==> src/rtl/core/lhbs_pkg.sv <==
// ----------------------------------------------------------------------------
// lhbs_pkg
// Shared types and constants of the 3x3 high-boost sharpening block.
// ----------------------------------------------------------------------------
`default_nettype none

package lhbs_pkg;

	localparam int PIX_W         = 8;
	localparam int CFG_W         = 11;
	localparam int BOOST_W       = 8;
	localparam int CFG_IDX_W     = 2;
	localparam int MAX_WIDTH_DEF = 1024;
	localparam int MAX_HEIGHT    = 1024;
	localparam int MIN_DIM       = 3;

	// gain = 64 + boost_q4, i.e. (4 + alpha) in sixteenths
	localparam int BOOST_BIAS = 64;
	localparam int ROUND_HALF = 8;
	localparam int PIX_MAX    = 255;

	localparam logic [CFG_W-1:0]   WIDTH_RST  = CFG_W'(640);
	localparam logic [CFG_W-1:0]   HEIGHT_RST = CFG_W'(480);
	localparam logic [BOOST_W-1:0] BOOST_RST  = BOOST_W'(16);

	typedef logic [CFG_IDX_W-1:0] cfg_idx_t;
	typedef logic [CFG_W-1:0]     cfg_data_t;

	localparam cfg_idx_t REG_WIDTH  = 2'd0;
	localparam cfg_idx_t REG_HEIGHT = 2'd1;
	localparam cfg_idx_t REG_BOOST  = 2'd2;

	localparam logic CMD_PIXEL = 1'b0;
	localparam logic CMD_DRAIN = 1'b1;

	typedef struct packed {
		logic             command;
		logic [PIX_W-1:0] pixel;
	} in_beat_t;

	typedef struct packed {
		logic [PIX_W-1:0] out_pixel;
		logic             frame_last;
	} out_beat_t;

	// one line store entry: the two rows above the incoming pixel
	typedef struct packed {
		logic [PIX_W-1:0] upper;
		logic [PIX_W-1:0] middle;
	} line_pair_t;

	// item leaving the front end
	typedef struct packed {
		logic             valid;
		logic             drain;
		logic             emit;
		logic             interior;
		logic             last;
		logic [PIX_W-1:0] px;
	} s1_t;

endpackage

`default_nettype wire

==> src/rtl/core/lhbs_kernel.sv <==
// ----------------------------------------------------------------------------
// lhbs_kernel
// 3x3 window, boost multiply, round/clamp and the output register.
// ----------------------------------------------------------------------------
`default_nettype none

module lhbs_kernel (
	input  wire logic                    clk,
	input  wire logic                    arst_n,
	input  lhbs_pkg::s1_t                s1,
	input  lhbs_pkg::line_pair_t         rd_data,
	input  wire logic [lhbs_pkg::BOOST_W-1:0] boost,
	output logic                         s1_take,
	output logic                         out_valid,
	input  wire logic                    out_stall,
	output lhbs_pkg::out_beat_t          out_data
);
	import lhbs_pkg::*;

	localparam int GAIN_W = BOOST_W + 1;
	localparam int PROD_W = GAIN_W + PIX_W;
	localparam int NSUM_W = PIX_W + 2;
	localparam int DIFF_W = PROD_W + 1;

	typedef struct packed {
		logic valid;
		logic interior;
		logic last;
	} stg_t;

	logic [PIX_W-1:0] win_q [3][3];
	stg_t             s2_q, s3_q;
	logic [PROD_W-1:0] prod_s3;
	logic [NSUM_W-1:0] nsum_s3;
	logic              out_valid_q;
	out_beat_t         out_data_q;

	logic en2, en3;
	logic [GAIN_W-1:0] gain;
	logic signed [DIFF_W-1:0] s_diff, s_rnd;
	logic [DIFF_W-5:0] v_rnd;
	logic [PIX_W-1:0]  res;

	assign en3     = !out_valid_q || !out_stall;
	assign en2     = !s3_q.valid || en3;
	assign s1_take = !s2_q.valid || en2;

	assign gain = GAIN_W'(BOOST_BIAS) + GAIN_W'(boost);

	always_comb begin
		s_diff = $signed({1'b0, prod_s3}) - $signed({(DIFF_W - NSUM_W - 4)'(0), nsum_s3, 4'b0});
		s_rnd  = s_diff + DIFF_W'(ROUND_HALF);
		v_rnd  = s_rnd[DIFF_W-1:4];
		if (!s3_q.interior || s_diff < 0) begin
			res = '0;
		end else if (v_rnd > (DIFF_W-4)'(PIX_MAX)) begin
			res = PIX_W'(PIX_MAX);
		end else begin
			res = v_rnd[PIX_W-1:0];
		end
	end

	always_ff @(posedge clk or negedge arst_n) begin
		if (!arst_n) begin
			s2_q        <= '0;
			s3_q        <= '0;
			out_valid_q <= 1'b0;
		end else begin
			if (s1_take) begin
				s2_q.valid    <= s1.valid && (s1.drain || s1.emit);
				s2_q.interior <= s1.interior && !s1.drain;
				s2_q.last     <= s1.last;
			end
			if (en2) begin
				s3_q <= s2_q;
			end
			if (en3) begin
				out_valid_q <= s3_q.valid;
			end
		end
	end

	always_ff @(posedge clk) begin
		// window moves once per pixel beat, in raster order
		if (s1_take && s1.valid && !s1.drain) begin
			for (int r = 0; r < 3; r++) begin
				win_q[r][0] <= win_q[r][1];
				win_q[r][1] <= win_q[r][2];
			end
			win_q[0][2] <= rd_data.upper;
			win_q[1][2] <= rd_data.middle;
			win_q[2][2] <= s1.px;
		end
		if (en2) begin
			prod_s3 <= PROD_W'(gain) * PROD_W'(win_q[1][1]);
			nsum_s3 <= NSUM_W'(win_q[0][1]) + NSUM_W'(win_q[2][1]) +
				NSUM_W'(win_q[1][0]) + NSUM_W'(win_q[1][2]);
		end
		if (en3) begin
			out_data_q.out_pixel  <= res;
			out_data_q.frame_last <= s3_q.last;
		end
	end

	assign out_valid = out_valid_q;
	assign out_data  = out_data_q;

endmodule

`default_nettype wire

==> config.mk <==
export PLATFORM = sky130hd
export DESIGN_NAME = lhbs_kernel
export DESIGN_NICKNAME = d
export VERILOG_FILES = /design/src/rtl/core/lhbs_pkg.sv /design/src/rtl/core/lhbs_kernel.sv
export SDC_FILE = /design/constraint.sdc
export NUM_CORES = 1
export LEC_CHECK = 0
export ABC_AREA = 0
export BUFFER_PORTS_ARGS = -buffer_cell sky130_fd_sc_hd__buf_2
export CAP_MARGIN = 5
export CORE_ASPECT_RATIO = 1.4
export CORE_MARGIN = 4
export CORE_UTILIZATION = 55
export CTS_CLUSTER_DIAMETER = 100
export CTS_CLUSTER_SIZE = 8
export DETAILED_ROUTE_END_ITERATION = 8
export GPL_TIMING_DRIVEN = 0
export PLACE_DENSITY = 0.85
export SYNTH_ARGS = -nofsm -noshare
export SYNTH_HDL_FRONTEND = slang
export SYNTH_SLANG_ARGS = --single-unit
==> constraint.sdc <==
create_clock -name clk -period 4.4 [get_ports clk]
set_clock_uncertainty 0.2 [all_clocks]
set_input_delay 0.22 -clock clk [delete_from_list [all_inputs] [get_ports clk]]
set_output_delay 0.22 -clock clk [all_outputs]
set_load 0.1 [all_outputs]
Word level (Yosys, flattened, before mapping)
Memories as Yosys holds them, arrays and structs flattened.
Index checks and enable logic that the tools add are counted.
Cells by class
  $add $sub $neg: 6
  $mul: 1
  div/mod/pow operators: 0
  magnitude comparators: 2
  equal/unequal tests: 0
  shifts and indexed selects: 0
  multiplexer cells: 3
  bitwise logic cells: 0
  reduce and logical (&&, ||, !) cells: 15
Operators by type and width (count)
  adder 18 x 5 -> 18 bit, second input constant: 1
  < comparator 18 x 1 -> 1 bit, second input constant: 1
  subtractor 17 x 14 -> 18 bit: 1
  multiplier 9 x 8 -> 17 bit: 1
  > comparator 14 x 8 -> 1 bit, second input constant: 1
  adder 10 x 8 -> 10 bit: 1
  adder 9 x 8 -> 10 bit: 1
  adder 7 x 8 -> 9 bit, first input constant: 1
  adder 8 x 8 -> 9 bit: 1
  2-to-1 mux 8 bit: 1
  logical NOT 1 bit: 6
  logical OR 1 bit: 5
  logical AND 1 bit: 4
  2-to-1 mux 1 bit: 2
Storage, ports and cells
  register bits: 43
  bits in latches: 0
  memory bits (writable): 72
  ROM bits: 0
  bits of input ports: 40
  output and inout port bits: 11
  logic and storage cells: 39
  memories: 1
Memory list
  win_q: words 3, bits a word 24, rd ports 3, clocked after Yosys merged registers in 0, wr ports 3, line lhbs_kernel.sv:31  | logic [PIX_W-1:0] win_q [3][3];

Depth between registers and ports, before layout
Gate-level depths: netlist of run 1.
  depth in word-level cells: 8
  mapped depth: 17

Worst setup path before layout of run 1
OpenSTA, ideal clock, no wires.
  path kind: input -> register
  start: input port boost[6] in the netlist's numbering
  end: register prod_s3[16], data pin
  library setup time: 0.255 ns
  data arrival time: 4.407 ns
  required time: 3.945 ns
  path slack: -0.462 ns
  stages: 14
  buffers on the path: 0
  path through: ha_1 and2_1 fa_1 fa_1 fa_1 inv_1 fa_1 inv_1 ha_1 and3_1 a211oi_1 a21oi_1 or4_1 and3_1
Between the ends
  word-level cells in the longest chain between the ends: 2
Ends and longest elaborated chain
  start, declared: line lhbs_kernel.sv:12  | input wire logic [lhbs_pkg::BOOST_W-1:0] boost,
  adder 7 x 8 -> 9 bit: line lhbs_kernel.sv:48  | assign gain = GAIN_W'(BOOST_BIAS) + GAIN_W'(boost);
  multiplier 9 x 8 -> 17 bit: line lhbs_kernel.sv:95  | prod_s3 <= PROD_W'(gain) * PROD_W'(win_q[1][1]);
  end signal, assigned: line lhbs_kernel.sv:95
  end, declared: line lhbs_kernel.sv:33  | logic [PROD_W-1:0] prod_s3;
Every way passes these cells.
A chain may end at the register's enable or synchronous reset.

==> results of run 1 <==
## stage by stage
step	TNS, ns	setup slack, ns
after floorplan	-0.177	-0.177
after global placement	-1.15	-0.514
after detailed placement	-1.72	-0.617
after CTS	-0.679	-0.338
after global routing	-2.08	-0.558
final	-1.19	-0.407
## state kept, by name (all words and copies together) (netlist names)
| register | flops |
|---|---|
| prod_s3 | 14 |
| win_q | 56 |
| out_data | 9 |
| s2_q | 3 |
| nsum_s3 | 10 |
| out_valid | 1 |
| s3_q | 3 |
## cells in the mapped netlist, types with 4 or more instances
master,count
sky130_fd_sc_hd__fa_1,59
sky130_fd_sc_hd__edfxtp_1,89
sky130_fd_sc_hd__a21oi_1,22
sky130_fd_sc_hd__xor2_1,7
sky130_fd_sc_hd__a21o_1,5
sky130_fd_sc_hd__nor2_1,18
sky130_fd_sc_hd__o21ai_0,13
sky130_fd_sc_hd__inv_1,78
sky130_fd_sc_hd__nor2b_1,11
sky130_fd_sc_hd__and2_1,49
sky130_fd_sc_hd__dfrtp_1,7
sky130_fd_sc_hd__o21a_1,6
sky130_fd_sc_hd__a211oi_1,4
sky130_fd_sc_hd__nand3_1,4
sky130_fd_sc_hd__nand2_1,29
sky130_fd_sc_hd__nand2b_1,10
sky130_fd_sc_hd__xnor2_1,19
sky130_fd_sc_hd__nor3_1,4
sky130_fd_sc_hd__ha_1,56
## final cells by class
class	instances	area share
flip-flops and latches	96	0.348
multi-input cells	368	0.458
well taps	147	0.0225
inverters	78	0.0358
clock inverters	4	0.00382
repair buffers	106	0.0959
plain buffers	3	0.00168
clock buffers	12	0.0341
## how the worst max path moves through the flow
stage / startpoint / to / slack [ns] / cells past startpoint
2_1_floorplan: win_q[0][34] / prod_s3[16] / -0.18 / 15
3_3_place_gp: boost[6] / prod_s3[16] / -0.51 / 15
3_5_place_dp: win_q[0][34] / prod_s3[16] / -0.62 / 17
4_1_cts: win_q[0][34] / prod_s3[16] / -0.34 / 16
5_1_grt: win_q[0][34] / prod_s3[16] / -0.56 / 16
6_report: win_q[0][34] / prod_s3[16] / -0.41 / 16
## cell usage in the layout (no fill, tap or decap), types with 9 or more instances in the layout
master                          count
sky130_fd_sc_hd__a21oi_1           16
sky130_fd_sc_hd__and2_1            39
sky130_fd_sc_hd__and2_4            10
sky130_fd_sc_hd__buf_2             52
sky130_fd_sc_hd__buf_4             18
sky130_fd_sc_hd__clkbuf_16         11
sky130_fd_sc_hd__dlygate4sd3_1     30
sky130_fd_sc_hd__edfxtp_1          89
sky130_fd_sc_hd__fa_1              57
sky130_fd_sc_hd__ha_1              49
sky130_fd_sc_hd__inv_1             76
sky130_fd_sc_hd__nand2_1           29
sky130_fd_sc_hd__nand2b_1           9
sky130_fd_sc_hd__nor2_1            17
sky130_fd_sc_hd__nor2b_1           10
sky130_fd_sc_hd__o21ai_0           12
sky130_fd_sc_hd__xnor2_1           18
## logic make-up after synthesis
| family | count (synthesis) | share of synthesized area |
|---|---|---|
| AOI/OAI and AO/OA | 76 | 0.0793 |
| xor gates and xnor gates | 26 | 0.0341 |
| adders and majority gates | 115 | 0.282 |
| buffers and inverters | 81 | 0.0459 |
| DFF | 96 | 0.427 |
| muxes | 4 | 0.00656 |
| and+or+nand+nor | 147 | 0.125 |
## critical path: stages, from the launching register on
cell,delay (ns)
sky130_fd_sc_hd__edfxtp_1,0.49
sky130_fd_sc_hd__buf_6,0.17
sky130_fd_sc_hd__and2_4,0.15
sky130_fd_sc_hd__fa_2,0.35
sky130_fd_sc_hd__fa_1,0.55
sky130_fd_sc_hd__inv_1,0.05
sky130_fd_sc_hd__fa_1,0.45
sky130_fd_sc_hd__fa_1,0.50
sky130_fd_sc_hd__inv_2,0.05
sky130_fd_sc_hd__ha_4,0.21
sky130_fd_sc_hd__o21a_1,0.13
sky130_fd_sc_hd__a21oi_2,0.18
sky130_fd_sc_hd__o21ai_2,0.11
sky130_fd_sc_hd__a211oi_4,0.24
sky130_fd_sc_hd__a21oi_2,0.09
sky130_fd_sc_hd__or4_1,0.47
sky130_fd_sc_hd__and3_1,0.16
## repair_timing
| item | in CTS | in global routing |
|---|---|---|
| pin swaps | 19 | 13 |
| endpoints found under the setup margin | 7 | 7 |
| endpoints found under the hold margin | 34 | 0 |
| hold buffers | 30 | 0 |
| resized for setup | 17 | 8 |
| setup buffers | 24 | 5 |
## report_power, final
part | internal, µW | total (µW) | switching [µW]
Combinational | 1180 | 2750 | 1560
Sequential | 1230 | 1290 | 64.2
Clock | 458 | 797 | 339
## metal layers
layer	track usage	wire length, µm
met5	0	0
met4	0.0847	485
met3	0.0333	519
met2	0.371	7390
met1	0.222	4930
==> implementation parameters, run 1 <==
Parameter                              Value

Status
  Run status ... finished with violations
  Failing checks ... negative setup slack

Yosys
  Cell taking the most area after synthesis ... sky130_fd_sc_hd__edfxtp_1
  Synthesized instance count ... 545
  Syn Nets ... 700
  Primary flip-flop cell chosen by synthesis mapping ... sky130_fd_sc_hd__edfxtp_1
  Number of warning messages in the yosys log ... 0
  Mean Syn Cell Area ... 12.2 µm²
  Mapped cell area ... 6670 µm²
  Largest cells by area after synthesis ... sky130_fd_sc_hd__edfxtp_1 40%, sky130_fd_sc_hd__fa_1 18%, sky130_fd_sc_hd__ha_1 11%
  Distinct cell type count of the synthesized netlist ... 57
  Seq cells post-synth ... 96
  Top-area cell type share of the netlist area ... 0.401
  Portion of the post-synthesis area used by sequential elements ... 0.427
  Ys async rst share ... 0.0729
  Number of synthesized flops with an enable pin ... 89

Timing
  Transition time at the pin with the least slew margin ... 1.23 ns
  Final WS setup ... -0.407 ns
  Final hold violations ... 0
  Number of max-slew violations in the final report ... 0
  Worst max-slew margin expressed relative to the limit ... 0.178
  Highest Clock Rate ... 208 MHz
  Final cycle utilization of the critical path ... 1.09
  Period minus WS final ... 4.81 ns
  Final-layout worst hold slack ... 0.0274 ns
  Setup repair after global routing missed its margin ... yes
  Final setup violation count ... 6

Worst setup path
  Worst EP arrival ... 4.71 ns
  Biggest fanout along the worst timing path ... 4
  Worst r2r dst ... prod_s3[16]
  Kind of critical path ... reg2reg
  Reg2Reg Launch Point ... win_q[0][34]
  Slack of the worst reg-to-reg path ... -0.41 ns
  Critical Path End Type ... flop
  Logic depth of the worst register-to-register path ... 16
  Startpoint type of the worst setup path ... flop
  Req. time, crit path ... 4.30 ns

Cells and area
  Ratio of cells with drive above 1 in the final layout ... 0.220
  FF+latch area ... 2850 µm²
  Final Instance Count excl. Fillers ... 814
  Antenna diode instance count ... 0
  Number of fill cells in the layout ... 754
  Fin area ... 8180 µm²
  Count of nets after finishing ... 817
  Area growth from synthesis to layout ... 22.6%
  Core Util, Final ... 0.689
  Area taken by multi-input logic gates ... 3750 µm²

CTS
  Sink count of the clock tree ... 96
  CTS buffer count ... 9
  Maximum level of the CTS H-tree ... 3
  CTS max path bufs ... 2
  Clock slew at reported path FFs ... 0.07 ns
  Clock latency on the worst-skew pair ... 0.35 ns
  CTS tree ... yes
  Clock root buffer ... sky130_fd_sc_hd__clkbuf_16

Pwr
  Power Dens Cells ... 591 nW/µm²
  Total Power Consumption ... 4840 µW
  LEAKAGE ... 0.00359 µW
  Peak supply drop ... 0.358 mV

Drt
  DRC errors left ... 0
  Vias per std cell ... 5.55
  Final WL ... 13.3 mm
  Routed len/inst ... 16.4 µm
  Iteration-0 DRC Markers ... 132
  Via count of the routed design ... 4,521
  Count of nets left with antenna violations after detail routing ... 0
  Detailed Routing Iterations Pass 1 ... 5

Place
  Placed cell areas ... 7270 µm²
  Input/output buffers ... 50
  Half-perimeter wire length of the detailed placement result ... 9.48 mm
  Routability Congestion ... 0.900
  Total placed cells including tap cells ... 743

Floorplanning
  Overall die area ... 14,000 µm²
  Effective utilization at floorplan ... 0.562
  Chip Width ... 101 µm
  FP Rows ... 47
  Ports ... 51
  Floorplan die height ... 138 µm
  Total core area ... 11,900 µm²

GRT
  Global-route wire length before repair ... 22.4 mm
  Initial antenna violation count ... 0
  Total global routing track utilization ... 0.201
  Global-route congestion overflow total ... 0
  Maximum number of pins on one net before global-route repair ... 49
  Vias in the first global route ... 4,911

Worst hold path
  Min-Delay Path Class ... in2async

Run
  Max Cap Viol ... 0
Note: power is estimated with default switching activity, not from simulation.
==> run 2: changes to the inputs <==
--- a/config.mk
+++ b/config.mk
@@ -16,6 +16,7 @@
 export DETAILED_ROUTE_END_ITERATION = 8
 export GPL_TIMING_DRIVEN = 0
 export PLACE_DENSITY = 0.85
+export SKIP_CTS_REPAIR_TIMING = 1
 export SYNTH_ARGS = -nofsm -noshare
 export SYNTH_HDL_FRONTEND = slang
 export SYNTH_SLANG_ARGS = --single-unit
==> run 2 against run 1 <==
Net effect:
- the run still ends with negative setup slack left
- combinational power decreased by 4%
- sequential cell count unchanged
- first-iteration DRC count increased by 17%
- non-clock buffer count decreased by 5
- register-to-register slack got worse by 0.04 ns
- power decreased by 2.0%
- routed wire length decreased by 0.25%
- global-route usage decreased by 1.9 points
- hold slack got worse by 0.025 ns
- die area unchanged
- utilization decreased by 0.66 points
- clock power about the same
- critical path type unchanged
- highest routed layer unchanged
==> implementation parameters, run 2 (same netlist as run 1, synthesis figures left out) <==
Parameter                              Value

Drt
  Final WL ... 13.3 mm (-0.25%)
  Routed len/inst ... 16.4 µm (+0.37%)
  Vias per std cell ... 5.47 (-1.4%)
  Count of nets left with antenna violations after detail routing ... 0 (unchanged)
  DRC errors left ... 0 (unchanged)
  Iteration-0 DRC Markers ... 155 (+17%)
  Via count of the routed design ... 4,429 (-2.0%)
  Detailed Routing Iterations Pass 1 ... 4 (-1)

Worst setup path
  Biggest fanout along the worst timing path ... 7 (+3)
  Req. time, crit path ... 4.30 ns (about the same)
  Worst EP arrival ... 4.75 ns (+0.04 ns)
  Startpoint type of the worst setup path ... flop
  Critical Path End Type ... flop
  Kind of critical path ... reg2reg

Status
  Run status ... finished with violations
  Failing checks ... negative setup slack

Timing
  Period minus WS final ... 4.85 ns (+0.0442 ns)
  Final hold violations ... 0 (unchanged)
  Final cycle utilization of the critical path ... 1.10 (+0.0100)
  Transition time at the pin with the least slew margin ... 1.20 ns (-0.0245 ns)
  Final WS setup ... -0.452 ns (-0.0442 ns)
  Number of max-slew violations in the final report ... 0 (unchanged)
  Highest Clock Rate ... 206 MHz (-0.91%)
  Setup repair after global routing missed its margin ... yes
  Worst max-slew margin expressed relative to the limit ... 0.195 (+0.0164)
  Final setup violation count ... 4 (-2)

CTS
  CTS tree ... yes
  Sink count of the clock tree ... 96 (unchanged)
  Clock latency on the worst-skew pair ... 0.35 ns (about the same)
  CTS buffer count ... 9 (unchanged)
  CTS max path bufs ... 2 (unchanged)
  Clock slew at reported path FFs ... 0.07 ns (about the same)
  Maximum level of the CTS H-tree ... 3 (unchanged)
  Clock root buffer ... sky130_fd_sc_hd__clkbuf_16

Pwr
  Share of total power in sequential cells ... 0.272 (+0.005)
  LEAKAGE ... 0.00354 µW (-1.3%)
  Power Dens Cells ... 585 nW/µm² (-1.1%)
  Design internal power ... 2810 µW (-2.0%)
  Fraction of power spent switching nets ... 0.407 (about the same)
  Peak supply drop ... 0.374 mV (+4.4%)
  Part of the total power dissipated in combinational logic ... 0.559 (-0.009)
  Net load switching power ... 1930 µW (-2.1%)
  Clock power frac ... 0.169 (+0.004)

GRT
  Total global routing track utilization ... 0.182 (-0.0190)
  Global-route wire length before repair ... 20.4 mm (-9.0%)
  Initial antenna violation count ... 0 (unchanged)
  Maximum number of pins on one net before global-route repair ... 49 (unchanged)
  Global-route congestion overflow total ... 0 (unchanged)
  Vias in the first global route ... 4,667 (-5.0%)

Floorplanning
  Overall die area ... 14,000 µm² (unchanged)
  Chip Width ... 101 µm (unchanged)
  Total core area ... 11,900 µm² (unchanged)
  Ports ... 51 (unchanged)
  Floorplan die height ... 138 µm (unchanged)
  FP Rows ... 47 (unchanged)
  Effective utilization at floorplan ... 0.562 (unchanged)

Place
  Placed cell areas ... 7270 µm² (unchanged)
  Routability Congestion ... 0.900 (unchanged)
  Input/output buffers ... 50 (unchanged)
  Half-perimeter wire length of the detailed placement result ... 9.48 mm (unchanged)
  Total placed cells including tap cells ... 743 (unchanged)

Cells and area
  Number of fill cells in the layout ... 789 (+4.6%)
  Leading registers by flop count ... win_q: 56 flops, prod_s3: 14 flops, nsum_s3: 10 flops
  Most flop-heavy register ... win_q
  Antenna diode instance count ... 0 (unchanged)
  Highest-count cells in the layout ignoring fill and taps ... 89 x sky130_fd_sc_hd__edfxtp_1, 71 x sky130_fd_sc_hd__inv_1, 57 x sky130_fd_sc_hd__fa_1
  Area growth from synthesis to layout ... 21.4%
  Fin area ... 8100 µm² (-0.96%)
  Ratio of cells with drive above 1 in the final layout ... 0.221 (about the same)
  FF+latch area ... 2850 µm² (unchanged)
  Count of nets after finishing ... 812 (-0.61%)
  Area taken by multi-input logic gates ... 3720 µm² (-0.73%)
  Max FFs per register ... 56 (unchanged)
  Leading cell type in the layout, fill and taps excluded ... sky130_fd_sc_hd__edfxtp_1
  Final Instance Count excl. Fillers ... 809 (-0.61%)

Run
  Max Cap Viol ... 0 (unchanged)

Worst hold path
  Min-Delay Path Class ... in2reg
## run 2: final cells by class
cell class                      instances  area share
Sequential cell                        96       0.352
Tap cell                              147      0.0227
Timing Repair Buffer                  101      0.0905
Buffer                                  3     0.00170
Multi-Input combinational cell        368       0.459
Clock buffer                           12      0.0344
Clock inverter                          4     0.00386
Inverter                               78      0.0361
## run 2: through the flow
| step | hold slack (ns) | setup slack, ns | utilization | setup TNS (ns) | power (µW) |
|---|---|---|---|---|---|
| final | 0.00288 | -0.452 | 0.682 | -0.867 | 4740 |
| after global routing | 0.0127 | -0.565 | 0.682 | -1.55 | 5060 |
| after CTS | -0.515 | -0.636 | 0.638 | -1.79 | 4560 |
| after detailed placement | -0.141 | -0.617 | 0.612 | -1.72 | 3740 |
| after global placement | -0.149 | -0.514 | 0.610 | -1.15 | 3620 |
| after floorplan | -0.276 | -0.177 | - | -0.177 | 3280 |
## run 2: worst paths after layout
kind / slack, ns / endpoint / start / cells after the start
worst max-delay path: -0.45 / prod_s3[16] / win_q[0][34] / 15
worst min-delay path: 0.003 / s2_q[1] / s1[11] / 3
worst max register to register: -0.45 / prod_s3[16] / win_q[0][34] / 15
worst min register to register: 0.22 / win_q[0][9] / win_q[0][1] / 0
max in group asynchronous: 3.83 / s2_q[1] / arst_n / 2
min in group asynchronous: 0.02 / s2_q[2] / arst_n / 2
## run 2: critical path, cell delays in order, from the launching register on
cell	delay (ns)
sky130_fd_sc_hd__edfxtp_1	0.52
sky130_fd_sc_hd__buf_6	0.19
sky130_fd_sc_hd__nor2b_1	0.13
sky130_fd_sc_hd__fa_1	0.51
sky130_fd_sc_hd__fa_1	0.46
sky130_fd_sc_hd__fa_1	0.53
sky130_fd_sc_hd__inv_1	0.05
sky130_fd_sc_hd__fa_1	0.49
sky130_fd_sc_hd__inv_2	0.05
sky130_fd_sc_hd__ha_4	0.24
sky130_fd_sc_hd__a21oi_2	0.16
sky130_fd_sc_hd__o21ai_2	0.11
sky130_fd_sc_hd__a211oi_4	0.24
sky130_fd_sc_hd__a21oi_2	0.10
sky130_fd_sc_hd__or4_1	0.45
sky130_fd_sc_hd__and3_1	0.16
## run 2: layer usage
| metal | track usage | wire (µm) | up-vias |
|---|---|---|---|
| li1 | - | - | 2090 |
| met1 | 0.196 | 5010 | 2202 |
| met2 | 0.336 | 7420 | 98 |
| met3 | 0.0323 | 452 | 39 |
| met4 | 0.0833 | 405 | 0 |
| met5 | 0 | 0 | - |
## run 2: power groups by stage
stage               combinational, µW  sequential [µW]  clock, µW
finish                           2650             1290        800
floorplan                        1810             1480          0
global route                     2910             1310        851
global placement                 2320             1310          0
CTS                              2460             1290        805
detailed placement               2430             1310          0
