[src/rtl/core/lhbs_pkg.sv]
// ----------------------------------------------------------------------------
// lhbs_pkg
// Shared types and constants of the 3x3 high-boost sharpening block.
// ----------------------------------------------------------------------------
`default_nettype none

package lhbs_pkg;

	localparam int PIX_W         = 8;
	localparam int CFG_W         = 11;
	localparam int BOOST_W       = 8;
	localparam int CFG_IDX_W     = 2;
	localparam int MAX_WIDTH_DEF = 1024;
	localparam int MAX_HEIGHT    = 1024;
	localparam int MIN_DIM       = 3;

	// gain = 64 + boost_q4, i.e. (4 + alpha) in sixteenths
	localparam int BOOST_BIAS = 64;
	localparam int ROUND_HALF = 8;
	localparam int PIX_MAX    = 255;

	localparam logic [CFG_W-1:0]   WIDTH_RST  = CFG_W'(640);
	localparam logic [CFG_W-1:0]   HEIGHT_RST = CFG_W'(480);
	localparam logic [BOOST_W-1:0] BOOST_RST  = BOOST_W'(16);

	typedef logic [CFG_IDX_W-1:0] cfg_idx_t;
	typedef logic [CFG_W-1:0]     cfg_data_t;

	localparam cfg_idx_t REG_WIDTH  = 2'd0;
	localparam cfg_idx_t REG_HEIGHT = 2'd1;
	localparam cfg_idx_t REG_BOOST  = 2'd2;

	localparam logic CMD_PIXEL = 1'b0;
	localparam logic CMD_DRAIN = 1'b1;

	typedef struct packed {
		logic             command;
		logic [PIX_W-1:0] pixel;
	} in_beat_t;

	typedef struct packed {
		logic [PIX_W-1:0] out_pixel;
		logic             frame_last;
	} out_beat_t;

	// one line store entry: the two rows above the incoming pixel
	typedef struct packed {
		logic [PIX_W-1:0] upper;
		logic [PIX_W-1:0] middle;
	} line_pair_t;

	// item leaving the front end
	typedef struct packed {
		logic             valid;
		logic             drain;
		logic             emit;
		logic             interior;
		logic             last;
		logic [PIX_W-1:0] px;
	} s1_t;

endpackage

`default_nettype wire

[src/rtl/core/lhbs_ctrl.sv]
// ----------------------------------------------------------------------------
// lhbs_ctrl
// Config registers, raster counters, drain tracking and the line store read.
// ----------------------------------------------------------------------------
`default_nettype none

module lhbs_ctrl #(
	parameter int MAX_WIDTH = lhbs_pkg::MAX_WIDTH_DEF
) (
	input  wire logic                         clk,
	input  wire logic                         arst_n,
	input  wire logic                         cfg_we,
	input  lhbs_pkg::cfg_idx_t                cfg_index,
	input  lhbs_pkg::cfg_data_t               cfg_data,
	input  wire logic                         in_valid,
	output logic                              in_stall,
	input  lhbs_pkg::in_beat_t                in_data,
	input  wire logic                         s1_take,
	output lhbs_pkg::s1_t                     s1,
	output logic [$clog2(MAX_WIDTH)-1:0]      col_s1,
	output logic [lhbs_pkg::BOOST_W-1:0]      boost,
	output logic                              rd_en,
	output logic [$clog2(MAX_WIDTH)-1:0]      rd_addr
);
	import lhbs_pkg::*;

	localparam int COL_W = $clog2(MAX_WIDTH);
	localparam int ROW_W = $clog2(MAX_HEIGHT);
	localparam int CMP_W = (COL_W > CFG_W) ? COL_W : CFG_W;
	localparam int WMAX  = (MAX_WIDTH > (2 ** CFG_W) - 1) ? (2 ** CFG_W) - 1 : MAX_WIDTH;

	logic [CFG_W-1:0]   width_q, height_q;
	logic [BOOST_W-1:0] boost_q;
	logic [COL_W-1:0]   col_q;
	logic [ROW_W-1:0]   row_q;
	logic               tail_q;
	logic [CFG_W-1:0]   drain_q;
	s1_t                s1_q;
	logic [COL_W-1:0]   col_s1_q;

	logic [CFG_W-1:0] w_eff, h_eff;
	logic accept, is_pix, take_pix, take_drain;
	logic col_last, row_last, drain_last, emit, interior, restart;

	always_comb begin
		if (width_q < CFG_W'(MIN_DIM)) begin
			w_eff = CFG_W'(MIN_DIM);
		end else if (width_q > CFG_W'(WMAX)) begin
			w_eff = CFG_W'(WMAX);
		end else begin
			w_eff = width_q;
		end
		if (height_q < CFG_W'(MIN_DIM)) begin
			h_eff = CFG_W'(MIN_DIM);
		end else if (height_q > CFG_W'(MAX_HEIGHT)) begin
			h_eff = CFG_W'(MAX_HEIGHT);
		end else begin
			h_eff = height_q;
		end
	end

	assign in_stall   = s1_q.valid && !s1_take;
	assign accept     = in_valid && !in_stall;
	assign is_pix     = (in_data.command == CMD_PIXEL);
	assign take_pix   = accept && is_pix && !tail_q;
	assign take_drain = accept && !is_pix && tail_q;

	assign col_last   = (CMP_W'(col_q) == CMP_W'(w_eff) - CMP_W'(1));
	assign row_last   = (CFG_W'(row_q) == h_eff - CFG_W'(1));
	assign drain_last = (drain_q == w_eff);
	assign emit       = (row_q >= ROW_W'(2)) || ((row_q == ROW_W'(1)) && (col_q != '0));
	assign interior   = (row_q >= ROW_W'(2)) && (col_q >= COL_W'(2));

	assign restart = cfg_we && ((cfg_index == REG_WIDTH) || (cfg_index == REG_HEIGHT) ||
		(cfg_index == REG_BOOST));

	always_ff @(posedge clk or negedge arst_n) begin
		if (!arst_n) begin
			width_q  <= WIDTH_RST;
			height_q <= HEIGHT_RST;
			boost_q  <= BOOST_RST;
			col_q    <= '0;
			row_q    <= '0;
			tail_q   <= 1'b0;
			drain_q  <= '0;
			s1_q     <= '0;
		end else begin
			if (cfg_we) begin
				case (cfg_index)
					REG_WIDTH:  width_q  <= cfg_data;
					REG_HEIGHT: height_q <= cfg_data;
					REG_BOOST:  boost_q  <= cfg_data[BOOST_W-1:0];
					default: ;
				endcase
			end
			if (restart) begin
				col_q  <= '0;
				row_q  <= '0;
				tail_q <= 1'b0;
			end else if (take_pix) begin
				if (col_last) begin
					col_q <= '0;
					if (row_last) begin
						row_q   <= '0;
						tail_q  <= 1'b1;
						drain_q <= '0;
					end else begin
						row_q <= row_q + ROW_W'(1);
					end
				end else begin
					col_q <= col_q + COL_W'(1);
				end
			end else if (take_drain) begin
				if (drain_last) begin
					col_q  <= '0;
					row_q  <= '0;
					tail_q <= 1'b0;
				end else begin
					drain_q <= drain_q + CFG_W'(1);
				end
			end

			// tail pixels and early drains are taken but leave nothing behind
			if (accept) begin
				s1_q.valid    <= take_pix || take_drain;
				s1_q.drain    <= take_drain;
				s1_q.emit     <= emit;
				s1_q.interior <= interior;
				s1_q.last     <= take_drain && drain_last;
				s1_q.px       <= in_data.pixel;
			end else if (s1_take) begin
				s1_q.valid <= 1'b0;
			end
		end
	end

	always_ff @(posedge clk) begin
		if (accept) begin
			col_s1_q <= col_q;
		end
	end

	assign s1      = s1_q;
	assign col_s1  = col_s1_q;
	assign boost   = boost_q;
	assign rd_en   = take_pix;
	assign rd_addr = col_q;

endmodule

`default_nettype wire

[config.mk]
export PLATFORM = sky130hd
export DESIGN_NAME = lhbs_ctrl
export DESIGN_NICKNAME = d
export VERILOG_FILES = /design/src/rtl/core/lhbs_pkg.sv /design/src/rtl/core/lhbs_ctrl.sv
export SDC_FILE = /design/constraint.sdc
export NUM_CORES = 1
export LEC_CHECK = 0
export ABC_AREA = 1
export BUFFER_PORTS_ARGS = -buffer_cell sky130_fd_sc_hd__buf_2
export CORE_MARGIN = 2
export CORE_UTILIZATION = 53
export DETAILED_ROUTE_END_ITERATION = 8
export PLACE_DENSITY = 0.77
export SLEW_MARGIN = 20
export SYNTH_ARGS = -nofsm -noshare
export SYNTH_HDL_FRONTEND = slang
export SYNTH_SLANG_ARGS = --single-unit
[constraint.sdc]
create_clock -name clk -period 2.7 [get_ports clk]
set_input_delay 0.27 -clock clk [delete_from_list [all_inputs] [get_ports clk]]
set_output_delay 0.27 -clock clk [all_outputs]
set_load 0.05 [all_outputs]
* Word-level counts from Yosys, hierarchy flattened
Index checks and enable logic that the tools add are counted.
** Operators by class
- $add $sub $neg :: 5
- Magnitude comparators :: 6
- Equality and inequality tests :: 11
- Mux-type cells :: 26
- Bitwise gates (word level) :: 2
- Reduce and logical (&&, ||, !) cells :: 30
** Operators with widths (number)
- 11-bit two-way mux :: 9
- 10-bit two-way mux :: 9
- 10-bit by 11-bit == test with 1-bit output :: 2
- 11-bit greater-than comparator (second input constant) :: 2
- 11-bit by 2-bit < comparator with 1-bit output (second input constant) :: 2
- 11-bit by 1-bit subtractor with 11-bit output (second input constant) :: 2
- 10-bit by 1-bit adder with 10-bit output (second input constant) :: 2
- 10-bit by 2-bit greater-or-equal comparator with 1-bit output (second input constant) :: 2
- 11-bit by 1-bit adder with 11-bit output (second input constant) :: 1
- 11-bit == test :: 1
- 10-bit by 1-bit == test with 1-bit output (second input constant) :: 1
- 1-bit logical AND :: 10
- 10-bit nonzero test :: 1
- 1-bit two-way mux :: 8
- 2-bit AND reduction :: 4
- 3-bit by 1-bit inequality test with 1-bit output (second input constant) :: 2
- 3-bit nonzero test :: 2
- 5-bit AND reduction :: 1
- 1-bit logical OR :: 4
- 2-bit by 1-bit inequality test with 1-bit output (second input constant) :: 2
- 4-bit AND reduction :: 1
- 2-bit nonzero test :: 2
- 1-bit zero test :: 3
- 3-bit AND reduction :: 1
- 5 further kinds :: 6
** Word-level totals
- Register bits after elaboration :: 85
- Bits of input ports :: 27
- Output and inout bits :: 43

* Logic depth before layout (Yosys ltp)
Gate-level depths: netlist of run 1.
- Word-level depth :: 9
- Depth in mapped cells :: 24
- Depth with buffers taken out :: 22

* Least setup slack after synthesis of run 1
No wires, ideal clock.
- Path kind :: flip-flop to flip-flop
- Start :: reg width_q[2]
- End :: reg row_q[3]
- Setup time :: 0.122 ns
- Data arrival time :: 2.584 ns
- Path slack :: -0.006 ns
- Cell stages (with the launch flop) :: 21
- Path buffers :: 3
- Cell sequence :: dfrtp_1 buf_6 nor2_1 nand3_1 o21bai_4 buf_6 nand2_1 nand2_2 inv_1 ha_1 xor2_1 nand3_1 nor2_1 nand3_1 nor2_1 nand4_1 nand2_1 nand2_2 buf_6 nand2_1 o21ai_1
** Between the ends
- Cells in the longest elaborated chain, start to end :: 7
- Elaborated cells between the ends (all ways) :: 10
** RTL lines
- from (decl) :: RTL line lhbs_ctrl.sv:32 : logic [CFG_W-1:0] width_q, height_q;
- from (signal assigned) :: RTL line lhbs_ctrl.sv:90 : REG_WIDTH: width_q <= cfg_data;
- 11-bit greater-than comparator :: RTL line lhbs_ctrl.sv:48 : end else if (width_q > CFG_W'(WMAX)) begin
- 11-bit two-way mux :: RTL line lhbs_ctrl.sv:48
- 11-bit two-way mux (*) :: RTL line lhbs_ctrl.sv:46 : if (width_q < CFG_W'(MIN_DIM)) begin
- 11-bit by 1-bit subtractor with 11-bit output :: RTL line lhbs_ctrl.sv:68 : assign col_last = (CMP_W'(col_q) == CMP_W'(w_eff) - CMP_W'(1));
- 10-bit by 11-bit == test with 1-bit output :: RTL line lhbs_ctrl.sv:68
- 3-bit by 1-bit inequality test with 1-bit output (no line)
- 3-bit AND reduction (no line) (*)
- to (signal assigned) :: RTL line lhbs_ctrl.sv:108 : row_q <= row_q + ROW_W'(1);
- to (decl) :: RTL line lhbs_ctrl.sv:35 : logic [ROW_W-1:0] row_q;
Every way passes the cells marked *; elsewhere a longest branch is shown, timed or not.
A chain may end at the register's enable or synchronous reset.

* Worst setup path in the final report of run 1
- Start :: reg width_q[7]
- End :: reg drain_q[2]
** Between the ends
- Cells in the longest elaborated chain, start to end :: 7
- Elaborated cells between the ends (all ways) :: 10
** RTL lines
- 11-bit greater-than comparator :: RTL line lhbs_ctrl.sv:48
- 11-bit two-way mux :: RTL line lhbs_ctrl.sv:48
- 11-bit two-way mux (*) :: RTL line lhbs_ctrl.sv:46
- 11-bit by 1-bit subtractor with 11-bit output :: RTL line lhbs_ctrl.sv:68
- 10-bit by 11-bit == test with 1-bit output :: RTL line lhbs_ctrl.sv:68
- 2-bit by 1-bit inequality test with 1-bit output (no line)
- 5-bit AND reduction (no line) (*)
- to (signal assigned) :: RTL line lhbs_ctrl.sv:119 : drain_q <= drain_q + CFG_W'(1);
- to (decl) :: RTL line lhbs_ctrl.sv:37 : logic [CFG_W-1:0] drain_q;
Marks and branches as above.

==> qor.yml, run 1 <==
status:
  status: "complete, but fails checks"
  violations: "negative setup slack"
global_routing:
  grt_max_degree: 76
  grt_use_total: 0.2772
  grt_pass1_vias: 5441
  antenna_found_initial: 0
  grt_pass1_wl_um: 24840
  globalRoute.totalOverflow: 0
floorplanning:
  core_um2: 10180
  dieArea_um2: 11150
  initial_utilization: 0.5371
  fp-row-count: 37
  ios: 70
  fp.dieH_um: 105.6
  die_w_um: 105.6
layout:
  layout-drive-gt1-share: 0.2399
  layout.nets: 944
  final_cell_mix: "235 x nand2_1, 106 x inv_1, 71 x nand3_1"
  diodes: 0
  final_cells: 1049
  final_common_cell: "nand2_1"
  areaGrowthSynthToFinish_pct: 25.64
clock_network:
  clkTransAtPathRegs_ps: 80
  numCtsBuffers: 9
  h-tree-depth: 3
  insertion_delay_ps: 370
  ctsHoldBuffers: 0
  cts_tree: "built"
  cts_root_buf: "clkbuf_8"
  cts.path.max_buffers: 2
  clock_sink_count: 85
synthesis:
  ys_seq_elements: 85
  synth-seq-area-share: 0.3996
  synth_cells: 786
  syn_nets: 822
  ys_warn_count: 0
  synth_cell_types: 36
  syn_area_per_cell_um2: 6.960
  synthesis.area_um2: 5470
critical_path:
  start_kind: "flip-flop"
  cp_slowest_stage_delay_ps: 390
  slowest_stage: "dfstp_2"
  cp_data_arrival_time_ps: 3090
  crit_path_start: "width_q[7]"
  worst_ep_required_time_ps: 2960
  crit_path_end_kind: "flip-flop"
  crit_path_cell_trace: "buf_4 > nor2_4 > nand3_2 > nor2_2 > nand3_2 > nand2_2 > inv_2 > ha_4 > xor2_1 > nand3_1 > nor2_2 > nand3_1 > nor2_1 > nand3_1 > nor2_4 > nand2_4 > buf_6 > nand3_2 > nand2_1"
  criticalPathCategory: "flip-flop to flip-flop"
  crit_fanout: 4
  reg2reg_from: "width_q[7]"
pwr:
  p_per_area_nw_per_um2: 584.5
  vdd_drop_max_uv: 442.6
  total_power_mw: 4.017
  power.leakage_nw: 3.672
sta:
  hold_slack_ps: 17.60
  period_share: 1.050
  fmax_mhz: 352.8
  min_period_ps: 2834
  setup_violations: 25
  fin_worst_skew_ps: 12.01
  finalWorstSetupSlack_ps: -134.2
  rsz0062_at_grt: "yes"
  final_hold_viol_count: 0
  slew_violations: 0
  tightest_slew_ps: 955.0
  maxSlewHeadroom: 0.3633
hold_path:
  min_path_type: "input port to async pin"
detailed_routing:
  drtAntennaViolNets: 0
  drt_pass1_iterations: 7
  drtIter0Drc: 338
  routed_wirelength_um: 15720
  via_count: 5666
  viasPerCell: 5.401
  wire_per_inst_um: 14.99
  drc_errors: 0
placement:
  gp_congestion: 1.016
  placed_cells: 1017
  port_buffers: 69
  hpwl_um: 11140
job:
  drv_cap: 0
Yosys cell counts (all sizes together):
library cell | number | area [µm²]
nand2 | 255 | 972.2
inv | 110 | 412.9
nand3 | 88 | 445.4
dfrtp | 68 | 1702
nor2 | 68 | 260.3
o21ai | 57 | 292.8
xor2 | 27 | 236.5
nand4 | 25 | 156.4
nor3 | 12 | 65.06
clkbuf | 11 | 41.29
edfxtp | 10 | 300.3
a21oi | 9 | 45.04
buf | 9 | 78.82
ha | 9 | 112.6
dfstp | 7 | 183.9
nor4 | 3 | 18.77
o41ai | 3 | 26.28
nand3b | 2 | 15.01
o211ai | 2 | 15.01
o31ai | 2 | 15.01
xnor2 | 2 | 17.52
a21boi | 1 | 7.510
and2 | 1 | 6.260
clkinv | 1 | 3.750
nor3b | 1 | 7.510
o21a | 1 | 7.510
o21bai | 1 | 18.77
or2 | 1 | 6.260
final timing paths:
path                         endpoint  slack, ps  depth (start not counted)
min reg2reg                     s1[7]        480                          2
max                        drain_q[2]       -130                         19
min                        rd_addr[5]         20                          1
max reg2reg                drain_q[2]       -130                         19
max in group asynchronous    boost[3]       2030                          1
min in group clk                s1[7]         90                          3
registers in the layout (all words and copies together), names as in the netlist:
register,count
boost,8
row_q,10
width_q,11
drain_q,11
col_s1,10
tail_q,1
height_q,11
rd_addr,10
s1,13
metrics by stage:
step	utilization	setup slack, ps	instance area (µm²)	TNS, ps
3_5_place_dp	0.6118	-113.8	6231	-1653
2_1_floorplan	-	18.29	5492	0
6_report	0.6748	-134.2	6873	-2231
5_1_grt	0.6748	-285.3	6873	-6922
3_3_place_gp	0.6118	-58.35	6231	-579.1
4_1_cts	0.6355	2.507	6472	0
report_power, final:
part           switching (mW)  internal [mW]
Combinational            1.02          0.537
Clock                   0.464          0.510
Sequential             0.0757           1.41
Total                    1.56           2.46
worst max-delay path: cells and delay by family (launching register included):
kind | cells | cell delay [ps]
fa+ha+maj | 1 | 250
simple gates | 14 | 1600
xor+xnor | 1 | 130
flops | 1 | 390
buf+inv | 3 | 340
layer usage:
| layer | up-vias | wire (µm) | track usage |
|---|---|---|---|
| met5 | - | 0 | 0 |
| met4 | 0 | 503 | 0.1100 |
| met1 | 2663 | 6489 | 0.3474 |
| met2 | 194 | 7847 | 0.4770 |
| li1 | 2768 | - | - |
| met3 | 41 | 882 | 0.04638 |
area by class of cell:
cell class / count / area, µm²
Clock buffer: 13 / 170.2
Clock inverter: 3 / 43.79
Fill cell: 882 / 3312
Inverter: 111 / 421.7
Multi-Input combinational cell: 572 / 3040
Sequential cell: 85 / 2186
Tap cell: 136 / 170.2
Timing Repair Buffer: 129 / 840.8
what timing repair did:
item,in CTS,in global routing
buffers inserted,0,14
pin swaps,2,19
gates cloned,0,2
resized for setup,8,70
setup endpoints to repair,24,29
cell families after synthesis:
| kind of cell | after synthesis | share of synthesized area |
|---|---|---|
| buffers and inverters | 131 | 0.09812 |
| adders and majority gates | 9 | 0.02059 |
| AOI/OAI and AO/OA | 76 | 0.07823 |
| and+or+nand+nor | 456 | 0.3570 |
| xor gates and xnor gates | 29 | 0.04643 |
| DFF | 85 | 0.3996 |
Power figures use the tool's default switching activity.
==> inputs of run 2 (changes only) <==
--- a/config.mk
+++ b/config.mk
@@ -8,9 +8,9 @@
 export ABC_AREA = 1
 export BUFFER_PORTS_ARGS = -buffer_cell sky130_fd_sc_hd__buf_2
 export CORE_MARGIN = 2
-export CORE_UTILIZATION = 53
+export CORE_UTILIZATION = 59
 export DETAILED_ROUTE_END_ITERATION = 8
-export PLACE_DENSITY = 0.77
+export PLACE_DENSITY = 0.81
 export SLEW_MARGIN = 20
 export SYNTH_ARGS = -nofsm -noshare
 export SYNTH_HDL_FRONTEND = slang
==> constraint.sdc (replaced) <==
create_clock -name clk -period 3 [get_ports clk]
set_input_delay 0.3 -clock clk [delete_from_list [all_inputs] [get_ports clk]]
set_output_delay 0.3 -clock clk [all_outputs]
set_load 0.05 [all_outputs]
==> run 2 against run 1 <==
  * The flow now finishes without violations
  * Critical path depth down 1
  * Routed wire length down 3.5%
  * Die area down 9.8%
  * Sequential power down 8%
  * Total power down 16%
  * Clock power down 20%
==> qor.yml, run 2 (synthesis gave the netlist of run 1 again) <==
clock_network:
  h-tree-depth: 3
  clkTransAtPathRegs_ps: 100
  cts.path.max_buffers: 2
  insertion_delay_ps: 370
  cts_tree: "built"
  numCtsBuffers: 9
  ctsHoldBuffers: 0
  cts_root_buf: "clkbuf_8"
  clock_sink_count: 85
global_routing:
  grt_max_degree: 76
  grt_pass1_wl_um: 24140
  globalRoute.totalOverflow: 0
  grt_pass1_vias: 5184
  grt_use_total: 0.3038
  antenna_found_initial: 0
detailed_routing:
  via_count: 5512
  drc_errors: 0
  routed_wirelength_um: 15170
  drtIter0Drc: 284
  drt_pass1_iterations: 7
  viasPerCell: 5.573
  drtAntennaViolNets: 0
  wire_per_inst_um: 15.33
layout:
  fin_area_um2: 6312
  layout-drive-gt1-share: 0.1754
  areaGrowthSynthToFinish_pct: 15.39
  layout.nets: 909
  final_cell_mix: "245 x nand2_1, 108 x inv_1, 84 x nand3_1"
  diodes: 0
  n_fill_cell: 815
  seq_area_um2: 2191
  largest_register_ffs: 13
  final_common_cell: "nand2_1"
  multi_input_comb_area_um2: 2844
sta:
  fmax_mhz: 353.0
  period_share: 0.9444
  setup_violations: 0
  maxSlewHeadroom: 0.3731
  final_hold_viol_count: 0
  min_period_ps: 2833
  fin_worst_skew_ps: 10.84
  hold_slack_ps: 77.10
  tightest_slew_ps: 940.4
  slew_violations: 0
critical_path:
  crit_path_start: "width_q[6]"
  crit_fanout: 7
  crit_path_end_kind: "flip-flop"
  criticalPathCategory: "flip-flop to flip-flop"
  reg2reg_from: "width_q[6]"
  start_kind: "flip-flop"
  rr_worst_depth: 18
  cp_data_arrival_time_ps: 3090
  worst_ep_required_time_ps: 3260
status:
  status: "completed"
pwr:
  power.leakage_nw: 3.425
  p_per_area_nw_per_um2: 534.8
  vdd_drop_max_uv: 306.8
floorplanning:
  ios: 70
  fp-row-count: 35
  core_um2: 9109
  die_w_um: 100.3
  initial_utilization: 0.6005
  fp.dieH_um: 100.3
  dieArea_um2: 10060
placement:
  hpwl_um: 11070
  dpl-instance-area_um2: 5957
  port_buffers: 69
  gp_congestion: 0.9315
job:
  drv_cap: 0
hold_path:
  min_path_type: "input port to async pin"
==> run 2: cell types whose count changed in the layout (fill, tap and decap cells not counted), sizes merged <==
cell	previous run	this run
clkbuf	13	9
inv	109	112
bufinv	1	0
clkinvlp	0	1
buf	129	94
clkinv	4	5
==> run 2: metal layers <==
| metal | part of all wire | track usage | routed length (µm) |
|---|---|---|---|
| met4 | 0.029 | 0.1201 | 442 |
| met5 | 0 | 0 | 0 |
| met1 | 0.41 | 0.3868 | 6277 |
| met3 | 0.059 | 0.04457 | 894 |
| met2 | 0.50 | 0.5214 | 7551 |
==> run 2: worst paths after layout <==
| path | to | slack (ps) |
|---|---|---|
| max | tail_q | 170 |
| min in group clk | s1[1] | 120 |
| min reg2reg | s1[7] | 480 |
| max in group asynchronous | width_q[4] | 2270 |
| max reg2reg | tail_q | 170 |
| min | s1[5] | 80 |
==> run 2: report_power, final <==
part / switching (mW) / internal [mW]
registers: 0.0997 / 1.27
clock network: 0.469 / 0.312
logic: 0.845 / 0.378
==> run 2: worst max-delay path: stages (launching register included) <==
cell and delay [ps]:
dfrtp_2 470, nor2_2 130, nand2_2 90, nor2_2 120
nand3_1 140, nand2_1 110, inv_1 50, ha_2 310
xor2_1 150, nand3_1 110, nor2_2 130, nand3_1 100
nor2_1 100, nand4_1 160, nand2_2 220, buf_6 140
nand3_1 60, nand2_1 70, nand2_1 60
==> run 2: what timing repair did <==
action | CTS | global route
endpoints found under the setup margin | 0 | 26
resized for setup | 0 | 29
buffers inserted | 0 | 9
==> run 2: layout make-up <==
class / count / share of cell area
Timing Repair Buffer: 94 / 0.08543
Sequential cell: 85 / 0.3471
Clock buffer: 9 / 0.01962
Multi-Input combinational cell: 572 / 0.4505
Clock inverter: 7 / 0.009316
Inverter: 111 / 0.06601
Tap cell: 111 / 0.02200
==> run 2: per-stage QoR <==
| stage | setup WS (ps) | cells | util | setup TNS, ps | power [mW] |
|---|---|---|---|---|---|
| 5_1_grt | -51.67 | 989 | 0.6930 | -349.9 | 3.577 |
| 6_report | 166.8 | 989 | 0.6930 | 0 | 3.376 |
| 3_3_place_gp | 113.1 | 962 | 0.6540 | 0 | 2.500 |
| 3_5_place_dp | 36.86 | 962 | 0.6540 | 0 | 2.529 |
| 4_1_cts | 0.9937 | 978 | 0.6740 | 0 | 3.305 |
| 2_1_floorplan | 294.3 | 786 | - | 0 | 2.217 |
==> inputs of run 3 (changes only) <==
--- a/config.mk
+++ b/config.mk
@@ -11,7 +11,7 @@
 export CORE_UTILIZATION = 59
 export DETAILED_ROUTE_END_ITERATION = 8
 export PLACE_DENSITY = 0.81
-export SLEW_MARGIN = 20
+export SETUP_SLACK_MARGIN = 0.5
 export SYNTH_ARGS = -nofsm -noshare
 export SYNTH_HDL_FRONTEND = slang
 export SYNTH_SLANG_ARGS = --single-unit
==> run 3 against run 2 <==
  * Hold slack improved by 2.4 ps
  * Critical path type unchanged
  * Sequential power about the same
  * Flip-flop and latch count stayed put
  * Setup slack improved by 170 ps
  * Clock power is 5.8% higher
  * Routed wire length grew 1.8%
  * Clock skew up 4.6 ps
  * Critical path depth stayed put
  * Register-to-register slack improved by 170 ps
  * Maximum frequency grew 6.4%
==> qor.yml, run 3 (synthesis gave the netlist of run 1 again) <==
status:
  status: "completed"
floorplanning:
  dieArea_um2: 10060
  fp-row-count: 35
  initial_utilization: 0.6005
  fp.dieH_um: 100.3
  ios: 70
  core_um2: 9109
  die_w_um: 100.3
layout:
  final_cell_mix: "238 x nand2_1, 105 x inv_1, 70 x nand3_1"
  seq_area_um2: 2188
  diodes: 0
  n_fill_cell: 733
  largest_register_ffs: 13
  final_common_cell: "nand2_1"
  multi_input_comb_area_um2: 3005
  layout-drive-gt1-share: 0.2364
  areaGrowthSynthToFinish_pct: 22.00
  layout.nets: 932
pwr:
  switching_power_mw: 1.468
  p_int_mw: 2.101
  power.leakage_nw: 3.558
  swShare: 0.4112
  total_power_mw: 3.569
  p_per_area_nw_per_um2: 534.8
  vdd_drop_max_uv: 420.7
  pwr-share-clk: 0.232
  seqPwrFrac: 0.378
  combPwrFrac: 0.391
critical_path:
  crit_fanout: 7
  start_kind: "flip-flop"
  crit_path_cell_trace: "nor2_2 > nand2_2 > o21bai_4 > nand2_2 > nand2_2 > inv_2 > ha_4 > xor2_1 > nand3_1 > nor2_2 > nand3_1 > nor2_1 > nand3_2 > nor2_4 > nand2_4 > buf_6 > nand3_2 > nand2_1"
  crit_path_end_kind: "flip-flop"
  regToRegSetupSlack_ps: 340
  cp_num_buf_inv: 2
  reg2reg_from: "width_q[5]"
  rr_worst_depth: 18
  cp_data_arrival_time_ps: 2930
  cp_slowest_stage_delay_ps: 400
  cp_common_cell: "nand2_2"
  reg2reg_to: "drain_q[2]"
  slowest_stage: "dfrtp_1"
  criticalPathCategory: "flip-flop to flip-flop"
  cp_top_family: "simple AND/OR/NAND/NOR gates"
  worst_ep_required_time_ps: 3260
clock_network:
  insertion_delay_ps: 370
  cts.path.max_buffers: 2
  clkTransAtPathRegs_ps: 100
  h-tree-depth: 3
  cts_tree: "built"
  cts_root_buf: "clkbuf_8"
  numCtsBuffers: 9
  clock_sink_count: 85
  ctsHoldBuffers: 0
sta:
  tns_ps: 0
  fin_worst_skew_ps: 15.47
  setup_violations: 0
  maxSlewHeadroom: 0.3617
  rsz0062_at_grt: "yes"
  tightest_slew_ps: 957.4
  final_hold_viol_count: 0
  fmax_mhz: 375.4
  period_share: 0.8880
  min_period_ps: 2664
  slew_violations: 0
global_routing:
  globalRoute.totalOverflow: 0
  grt_pass1_wl_um: 24770
  grt_max_degree: 76
  grt_pass1_vias: 5220
  grt_use_total: 0.3143
  antenna_found_initial: 0
detailed_routing:
  drtAntennaViolNets: 0
  viasPerCell: 5.488
  wire_per_inst_um: 15.25
  drtIter0Drc: 260
  drc_errors: 0
  via_count: 5554
  routed_wirelength_um: 15440
  drt_pass1_iterations: 7
job:
  drv_cap: 0
hold_path:
  min_path_type: "input port to async pin"
placement:
  hpwl_um: 10870
  port_buffers: 69
  gp_congestion: 1.028
-- run 3: area by class of cell --
class | count | share of cell area
tap | 111 | 0.02081
multi-input combinational | 571 | 0.4503
inverter | 111 | 0.06243
sequential | 85 | 0.3279
timing repair buffer | 118 | 0.1089
clock inverter | 6 | 0.007312
clock buffer | 10 | 0.02231
-- run 3: routing by layer --
metal  routed length, µm  track usage
met1                6481       0.3997
met2                7625       0.5343
met3                 796      0.04944
met4                 533       0.1296
met5                   0            0
-- run 3: worst max-delay path by stage --
stage	slack, ps	end	cells after the start	startpoint
2_1_floorplan	330	row_q[3]	20	width_q[2]
5_1_grt	140	drain_q[2]	18	height_q[6]
4_1_cts	370	drain_q[2]	18	width_q[6]
3_3_place_gp	130	drain_q[8]	20	height_q[10]
3_5_place_dp	50	drain_q[2]	20	height_q[10]
6_report	340	drain_q[2]	18	width_q[5]
-- run 3: metrics by stage --
stage          hold WS, ps  cell area [µm²]  std cells    util  setup slack (ps)
2_1_floorplan        4.409             5539        786       -             334.9
3_3_place_gp         455.5             6067        968  0.6661             134.9
3_5_place_dp         461.4             6067        968  0.6661             49.93
4_1_cts              109.4             6561       1004  0.7203             374.2
5_1_grt              129.7             6674       1012  0.7327             143.8
6_report             79.49             6674       1012  0.7327             336.0
-- run 3: worst reg2reg max path: stages, from the launching register on --
cell	delay, ps
dfrtp_1	400
nor2_2	140
nand2_2	110
o21bai_4	200
nand2_2	90
nand2_2	70
inv_2	40
ha_4	260
xor2_1	140
nand3_1	110
nor2_2	120
nand3_1	100
nor2_1	130
nand3_2	100
nor2_4	160
nand2_4	100
buf_6	150
nand3_2	60
nand2_1	70
-- run 3: power groups by stage --
| stage | logic [mW] | clock network (mW) | registers (mW) |
|---|---|---|---|
| finish | 1.39 | 0.827 | 1.35 |
| global route | 1.54 | 0.873 | 1.36 |
| CTS | 1.31 | 0.835 | 1.34 |
| detailed placement | 1.17 | 0 | 1.38 |
| global placement | 1.15 | 0 | 1.37 |
| floorplan | 0.703 | 0 | 1.53 |
-- run 3: what timing repair did --
item	in CTS	in global routing
cloned	0	1
gates resized for setup	43	16
setup buffers	20	7
pin swaps	22	11
setup endpoints to repair	31	32
